### src/hw/rtl/complex_arithmetic_unit_macros.svh
// assertion macros for the complex arithmetic unit
// no dependencies; expects aclk and aresetn in the including module
`ifndef COMPLEX_ARITHMETIC_UNIT_MACROS_SVH
`define COMPLEX_ARITHMETIC_UNIT_MACROS_SVH

// same-cycle implication
`define CAU_ASSERT_NOW(lbl, ante, cons, msg) \
    lbl: assert property (@(posedge aclk) disable iff (!aresetn) (ante) |-> (cons)) \
        else $error(msg);

// next-cycle implication
`define CAU_ASSERT_NEXT(lbl, ante, cons, msg) \
    lbl: assert property (@(posedge aclk) disable iff (!aresetn) (ante) |=> (cons)) \
        else $error(msg);

`endif

### src/hw/rtl/cau_pkg.sv
// shared types for the complex arithmetic unit
// command codes, result kinds and the per-stage control struct
package cau_pkg;

    typedef enum logic [3:0] {
        CMD_ADD  = 4'd0,
        CMD_SUB  = 4'd1,
        CMD_MUL  = 4'd2,
        CMD_DIV  = 4'd3,
        CMD_CONJ = 4'd4,
        CMD_NORM = 4'd5,
        CMD_MAG  = 4'd6,
        CMD_SCL  = 4'd7,
        CMD_DIVR = 4'd8
    } cmd_t;

    typedef enum logic [1:0] {
        KIND_DIRECT,
        KIND_DIV,
        KIND_SQRT
    } res_kind_t;

    typedef struct packed {
        logic      vld;
        res_kind_t kind;
        logic      re_neg;
        logic      im_neg;
        logic      ovf_re;
        logic      ovf_im;
        logic      dz;
        logic      eq;
    } ctl_t;

endpackage

### src/hw/rtl/cau_step.sv
// one restoring step: a quotient bit for both divisions and a root bit
// depends on cau_pkg
module cau_step #(
    parameter int PART_WIDTH = 16,
    parameter int FRAC_BITS  = 12,
    parameter int SHIFT      = 16
) (
    input  logic                            aclk,
    input  logic                            aresetn,
    input  logic                            ce,
    input  cau_pkg::ctl_t                   ctl_i,
    input  logic [2*PART_WIDTH-1:0]         d_i,
    input  logic [3*PART_WIDTH+FRAC_BITS:0] rem_re_i,
    input  logic [3*PART_WIDTH+FRAC_BITS:0] rem_im_i,
    input  logic [3*PART_WIDTH+FRAC_BITS:0] sq_rem_i,
    input  logic [PART_WIDTH:0]             q_re_i,
    input  logic [PART_WIDTH:0]             q_im_i,
    input  logic [PART_WIDTH:0]             root_i,
    input  logic [2*PART_WIDTH:0]           pass_re_i,
    input  logic [2*PART_WIDTH:0]           pass_im_i,
    output cau_pkg::ctl_t                   ctl_o,
    output logic [2*PART_WIDTH-1:0]         d_o,
    output logic [3*PART_WIDTH+FRAC_BITS:0] rem_re_o,
    output logic [3*PART_WIDTH+FRAC_BITS:0] rem_im_o,
    output logic [3*PART_WIDTH+FRAC_BITS:0] sq_rem_o,
    output logic [PART_WIDTH:0]             q_re_o,
    output logic [PART_WIDTH:0]             q_im_o,
    output logic [PART_WIDTH:0]             root_o,
    output logic [2*PART_WIDTH:0]           pass_re_o,
    output logic [2*PART_WIDTH:0]           pass_im_o
);
    import cau_pkg::*;

    localparam int W  = PART_WIDTH;
    localparam int QW = W + 1;
    localparam int XW = 3 * W + FRAC_BITS + 1;

    logic [XW-1:0] dsh, trial;
    logic [QW-1:0] bit_q;
    logic          take_re, take_im, take_sq;

    always_comb begin
        dsh     = XW'(d_i) << SHIFT;
        trial   = (XW'(root_i) << (SHIFT + 1)) | (XW'(1) << (2 * SHIFT));
        bit_q   = QW'(1) << SHIFT;
        take_re = rem_re_i >= dsh;
        take_im = rem_im_i >= dsh;
        take_sq = sq_rem_i >= trial;
    end

    always_ff @(posedge aclk) begin
        if (!aresetn) begin
            ctl_o <= '0;
        end else if (ce) begin
            ctl_o <= ctl_i;
        end
    end

    always_ff @(posedge aclk) begin
        if (ce) begin
            d_o       <= d_i;
            rem_re_o  <= take_re ? (rem_re_i - dsh) : rem_re_i;
            rem_im_o  <= take_im ? (rem_im_i - dsh) : rem_im_i;
            sq_rem_o  <= take_sq ? (sq_rem_i - trial) : sq_rem_i;
            q_re_o    <= take_re ? (q_re_i | bit_q) : q_re_i;
            q_im_o    <= take_im ? (q_im_i | bit_q) : q_im_i;
            root_o    <= take_sq ? (root_i | bit_q) : root_i;
            pass_re_o <= pass_re_i;
            pass_im_o <= pass_im_i;
        end
    end

endmodule

### config.mk
export PLATFORM = sky130hd
export DESIGN_NAME = cau_step
export DESIGN_NICKNAME = d
export VERILOG_FILES = /design/src/hw/rtl/complex_arithmetic_unit_macros.svh /design/src/hw/rtl/cau_pkg.sv /design/src/hw/rtl/cau_step.sv
export SDC_FILE = /design/constraint.sdc
export NUM_CORES = 1
export LEC_CHECK = 0
export ABC_AREA = 1
export BUFFER_PORTS_ARGS = -buffer_cell sky130_fd_sc_hd__buf_2
export CORE_AREA = 4 4 262 264
export CTS_CLUSTER_DIAMETER = 30
export DETAILED_ROUTE_END_ITERATION = 10
export DIE_AREA = 0 0 266 268
export GPL_TIMING_DRIVEN = 0
export PLACE_DENSITY_LB_ADDON = 0.2
export RECOVER_POWER = 25
export SETUP_SLACK_MARGIN = 0.1
export SYNTH_ARGS = -nofsm -noshare
export SYNTH_HDL_FRONTEND = slang
export SYNTH_SLANG_ARGS = --single-unit
### constraint.sdc
create_clock -name aclk -period 5.02 [get_ports aclk]
set_input_delay 0.502 -clock aclk [delete_from_list [all_inputs] [get_ports aclk]]
set_output_delay 0.502 -clock aclk [all_outputs]
set_load 0.02 [all_outputs]
==> results.json, run 1 <==
{
  "r2r_cells": 2,
  "setup_tns_ns": 0,
  "min-delay-start": "q_im_i[5]",
  "crit_buf_inv": 4,
  "yosysMostFrequentCell": "nand2_1",
  "place_hpwl_um": 70900,
  "ios": 685,
  "final-seq-area_um2": 10100,
  "period_share_pct": 57.9,
  "cp_slowest_stage_delay_ns": 0.45,
  "reg2reg_slack_ns": 4.34,
  "synthArstFlopShare_pct": 0,
  "worstMarginPinSlew_ns": 0.935,
  "wl_per_cell_um": 18.5,
  "path_class": "in2reg",
  "crit_path_end_kind": "register",
  "gr-total-overflow": 0,
  "p_total_uw": 10900,
  "crit_start": "d_i[1]",
  "cts.sinks": 341,
  "fin_util_pct": 43.6,
  "syn_area_um2": 21700,
  "start_kind": "input pin",
  "grt_max_degree": 109,
  "gp_congestion": 0.975,
  "routed_wl_um": 84200,
  "insertion_delay_ns": 0.60,
  "yosys_register_bits": 341,
  "synthTopCellsByCount": "nand2_1, inv_1, edfxtp_1, nor2_1, nand3_1",
  "place_area_um2": 26300,
  "antenna_found_initial": 8,
  "cts-root-buf": "clkbuf_16",
  "max_freq_mhz": 344,
  "syn_inst": 2839,
  "num_rows": 95,
  "cp_max_fo": 10,
  "run_status": "finished, final reports clean",
  "rsz0062_at_grt": "no",
  "synth_edf_count": 332,
  "reg2reg_to": "ctl_o[4]$_SDFFE_PN0P_",
  "r2r-start": "ctl_o[4]$_SDFFE_PN0P_",
  "power_leakage_uw": 0.0144,
  "vias_per_cell": 4.59,
  "syn_nets": 3266,
  "cap_violations": 0,
  "fin_worst_skew_ns": 0,
  "path_common_cell": "nand2_1",
  "synth_top_area_share_pct": 45.9,
  "grt.total_usage_pct": 22.4,
  "grt_pass1_vias": 20240,
  "cts.clk_slew.worst_paths_ns": 0.05,
  "postRouteAntennaNets": 0,
  "grt_pass1_wl_um": 121000,
  "hold_viol_final": 0,
  "crit_chain": "clkbuf_1 -> inv_1 -> ha_1 -> nand2_1 -> inv_1 -> nand2_1 -> nand2_2 -> nand2_1 -> nand2_2 -> nand2_1 -> nand2_2 -> nand2_1 -> nand3_1 -> nor2_4 -> buf_6 -> a21oi_2",
  "hold_depth": 1,
  "port_buffers": 684,
  "post-route-cell-area_um2": 29100,
  "cp.required_ns": 5.36,
  "drc": 0,
  "yosys.area.top_type": "edfxtp_1",
  "nets": 4038,
  "initial_core_util_pct": 32.6,
  "ys_types": 41,
  "yosys_warnings": 0,
  "min_period_ns": 2.91,
  "num_vias": 20897,
  "hp-class": "in2reg",
  "slew_viol_final": 0,
  "syn_avg_cell_area_um2": 7.65,
  "die_area_um2": 71300,
  "drt-pass1-iter-count": 5,
  "setup_viol": 0,
  "cp_slowest_cell": "clkbuf_1",
  "arrival_ns": 3.25,
  "fillCellCount": 6991,
  "cts_buffers": 83,
  "hold_end": "q_im_o[5]$_DFFE_PP_",
  "multi_input_area_um2": 9340,
  "ys_dominant_reg_cell": "edfxtp_1",
  "postCtsSetupRepairBufs": 0,
  "die_w_um": 266,
  "slew_headroom_pct": 37.0,
  "die_h_um": 268,
  "area_growth_syn_to_layout_pct": 33.8,
  "cts-htree-levels": 3,
  "worst_ir_drop_vdd_mv": 0.264,
  "cts_tree": "done",
  "postCtsHoldBufs": 0,
  "drive_gt1_share_pct": 23.3,
  "coreArea_um2": 66600,
  "ctsResizeCount": 0,
  "powerDensity_nw_per_um2": 376,
  "drt-initial-drc-count": 1338,
  "hold_ws_ns": 0.0661,
  "cts_buffer_depth": 3,
  "synth_area_leaders": "edfxtp_1, nand2_1, inv_1",
  "ys_seq_area_share_pct": 46.7,
  "critical_path.top_delay_family": "simple AND/OR/NAND/NOR gates"
}
==> kinds of logic after synthesis <==
group	after synthesis	share of synthesized area (%)
simple gates	1665	31.7
buf+inv	554	10.3
flops	341	46.7
compound gates	137	4.00
fa+ha+maj	83	4.89
xor+xnor	59	2.38
==> per-layer routing <==
metal  vias up  wire, um  track usage (%)
li1      10539         -                -
met1      9486     33900             26.8
met2       714     40800             39.1
met3       152      6520             6.03
met4         6      2960             7.73
met5         -        40                0
==> how the worst max path moves through the flow <==
stage	to	depth (start not counted)
5_1_grt	rem_im_o[49]$_DFFE_PP_	16
4_1_cts	rem_im_o[49]$_DFFE_PP_	16
3_5_place_dp	rem_im_o[49]$_DFFE_PP_	16
3_3_place_gp	ctl_o[7]$_SDFFE_PN0P_	5
6_report	rem_im_o[49]$_DFFE_PP_	16
2_1_floorplan	sq_rem_o[21]$_DFFE_PP_	13
==> layout by cell type, fill, tap and decap left out, types with 13 or more instances in the layout <==
| cell type | count |
|---|---|
| nor3_1 | 30 |
| nand3_1 | 149 |
| nor2_2 | 21 |
| ha_1 | 80 |
| o21ai_2 | 14 |
| a21oi_2 | 28 |
| buf_2 | 606 |
| inv_1 | 526 |
| clkbuf_1 | 91 |
| clkinv_1 | 13 |
| xor2_1 | 43 |
| nand4_1 | 55 |
| o21ai_0 | 28 |
| buf_6 | 17 |
| nand2_1 | 1093 |
| nor2_1 | 262 |
| xnor2_1 | 16 |
| clkbuf_16 | 83 |
| edfxtp_1 | 332 |
| a21oi_1 | 56 |
==> stage by stage <==
stage / std cells / setup WS (ns)
floorplan: 2839 / 2.56
global placement: 4396 / -2.22
detailed placement: 4399 / 1.76
CTS: 4552 / 2.41
global route: 4553 / 1.89
finish: 4557 / 2.11
==> state kept, by name, indices dropped and copies added, names as in the netlist <==
| register | count |
|---|---|
| root_o | 17 |
| pass_im_o | 33 |
| pass_re_o | 33 |
| rem_re_o | 61 |
| sq_rem_o | 61 |
| q_im_o | 17 |
| d_o | 32 |
| q_re_o | 17 |
| ctl_o | 9 |
| rem_im_o | 61 |
==> area by class of cell <==
class                           count  share of cell area (%)
Clock inverter                     58                    2.39
Timing Repair Buffer              687                    11.8
Sequential cell                   341                    34.9
Multi-Input combinational cell   1944                    32.1
Tap cell                          873                    3.76
Inverter                          533                    6.90
Clock buffer                       95                    7.30
Buffer                             21                   0.767
Antenna cell                        5                  0.0431
==> where the power goes <==
| group | switching [uW] | internal [uW] | total [uW] |
|---|---|---|---|
| combinational | 1450 | 636 | 2080 |
| sequential | 65.5 | 3470 | 3540 |
| clock | 1750 | 3570 | 5320 |
No activity file was read; power rests on OpenSTA's default activity.
==> run 2, diff against run 1 <==
Clock period 5.02 ns to 2.35 ns, I/O delays scaled along.
==> run 2 against run 1 <==
  * Sequential cell count did not move
  * Final cell count up 7.0%
  * Worst setup slack got worse by 1.9 ns
==> results.json, run 2 (synthesis results as in run 1) <==
{
  "run_status": "finished, final reports clean",
  "drive_gt1_share_pct": 22.0,
  "ios": 685,
  "power_leakage_uw": 0.0157,
  "top_regs": "rem_im_o: 61 flops, rem_re_o: 61 flops, sq_rem_o: 61 flops",
  "gp_congestion": 0.975,
  "hold_viol_final": 0,
  "nets": 4356,
  "max_freq_mhz": 461,
  "die_area_um2": 71300,
  "num_rows": 95,
  "powerDensity_nw_per_um2": 739,
  "worstMarginPinSlew_ns": 0.923,
  "cp.required_ns": 2.70,
  "cts_buffer_depth": 3,
  "slew_viol_final": 0,
  "vias_per_cell": 4.56,
  "routed_wl_um": 88600,
  "rsz0062_at_grt": "no",
  "port_buffers": 684,
  "grt.total_usage_pct": 23.6,
  "fin_worst_skew_ns": 0,
  "final-seq-area_um2": 10100,
  "cts.clk_slew.worst_paths_ns": 0.05,
  "initial_core_util_pct": 32.6,
  "layout_common_cells": "nand2_1, buf_2, inv_1",
  "hp-class": "in2reg",
  "path_common_cell": "nand2_1",
  "insertion_delay_ns": 0.60,
  "place_hpwl_um": 70900,
  "cts-htree-levels": 3,
  "cts-root-buf": "clkbuf_16",
  "setup_viol": 0,
  "crit_path_end_kind": "register",
  "postRouteAntennaNets": 0,
  "min_period_ns": 2.17,
  "dp_slack_ns": -0.643,
  "placed_cells_incl_taps": 4399,
  "cp_slowest_cell": "dlygate4sd3_1",
  "cts_tree": "done",
  "cap_violations": 0,
  "multi_input_area_um2": 9410,
  "crit_chain": "dlygate4sd3_1 -> buf_2 -> ha_4 -> nand2_2 -> nor2_1 -> inv_1 -> nor3_1 -> a21oi_1 -> nand2_1 -> nand2_1 -> nand2_1 -> inv_1",
  "area_growth_syn_to_layout_pct": 48.8,
  "num_vias": 22261,
  "worst_slack_ns": 0.182,
  "coreArea_um2": 66600,
  "path_class": "in2reg",
  "drc": 0,
  "die_h_um": 268,
  "antenna_found_initial": 7,
  "grt_pass1_vias": 22093,
  "cp_max_fo": 4,
  "cp_slowest_stage_delay_ns": 0.54,
  "start_kind": "input pin",
  "cts_buffers": 83,
  "drt-initial-drc-count": 1368,
  "grt_pass1_wl_um": 129000,
  "gr-total-overflow": 0,
  "drt-pass1-iter-count": 5,
  "crit_buf_inv": 4,
  "die_w_um": 266,
  "fillCellCount": 6704,
  "slew_headroom_pct": 37.8,
  "grt_max_degree": 109,
  "wl_per_cell_um": 18.2,
  "arrival_ns": 2.52,
  "cts.sinks": 341,
  "critical_path.top_delay_family": "simple AND/OR/NAND/NOR gates",
  "final_common_cell": "nand2_1",
  "period_share_pct": 92.2,
  "worst_ir_drop_vdd_mv": 0.598,
  "instances_no_fill": 4877
}
-- run 2: cell count changes in the layout (fill, tap and decap cells not counted), sizes merged --
cell / previous run / this run
inv: 536 / 534
buf: 629 / 639
clkinvlp: 12 / 14
dlygate4sd3: 0 / 305
diode: 5 / 7
clkbuf: 174 / 177
-- run 2: timing repair --
item | CTS | global route
setup endpoints to repair | 27 | 98
gates cloned | 0 | 0
buffers inserted | 5 | 9
hold endpoints to repair | 296 | 0
gates resized for setup | 0 | 17
hold buffers | 305 | 0
pin swaps | 2 | 9
-- run 2: where the power goes --
group	switching [uW]	total [uW]	internal, uW	leakage [uW]
Clock	3760	11400	7620	0.00133
Combinational	3210	4920	1720	0.0111
Sequential	147	7570	7420	0.00332
-- run 2: path summary, 6_finish.rpt --
kind	start	to	slack, ns	cells past startpoint
setup / recovery	sq_rem_i[33]	sq_rem_o[42]$_DFFE_PP_	0.18	12
hold / removal	ce	d_o[29]$_DFFE_PP_	0.03	1
setup reg to reg	ctl_o[4]$_SDFFE_PN0P_	ctl_o[4]$_SDFFE_PN0P_	1.09	3
hold reg to reg	ctl_o[5]$_SDFFE_PN0P_	ctl_o[5]$_SDFFE_PN0P_	1.03	3
-- run 2: final cells by class --
type,instances,share of cell area (%)
multi-input combinational,1944,29.1
inverter,533,6.23
sequential,341,31.4
buffer,20,0.685
clock inverter,58,2.15
clock buffer,95,6.57
antenna,7,0.0542
tap,873,3.38
timing repair buffer,1006,20.4
-- run 2: metal layers --
metal / share of wire (%) / track usage (%)
met1: 40 / 27.6
met2: 49 / 41.9
met3: 7.6 / 6.15
met4: 3.5 / 8.62
met5: 0.053 / 0
-- run 2: metrics by stage --
| stage | hold slack (ns) | TNS (ns) | area [um2] | util, % | total power [uW] |
|---|---|---|---|---|---|
| finish | 0.0321 | 0 | 32300 | 48.5 | 23900 |
| detailed placement | 0.413 | -65.10 | 26300 | 39.5 | 12100 |
| CTS | 0.000131 | 0 | 32200 | 48.4 | 24100 |
| floorplan | 0.334 | 0 | 21700 | - | 10200 |
| global placement | 0.411 | -1467.86 | 26200 | 39.4 | 12200 |
| global route | 0.00893 | 0 | 32300 | 48.5 | 25000 |
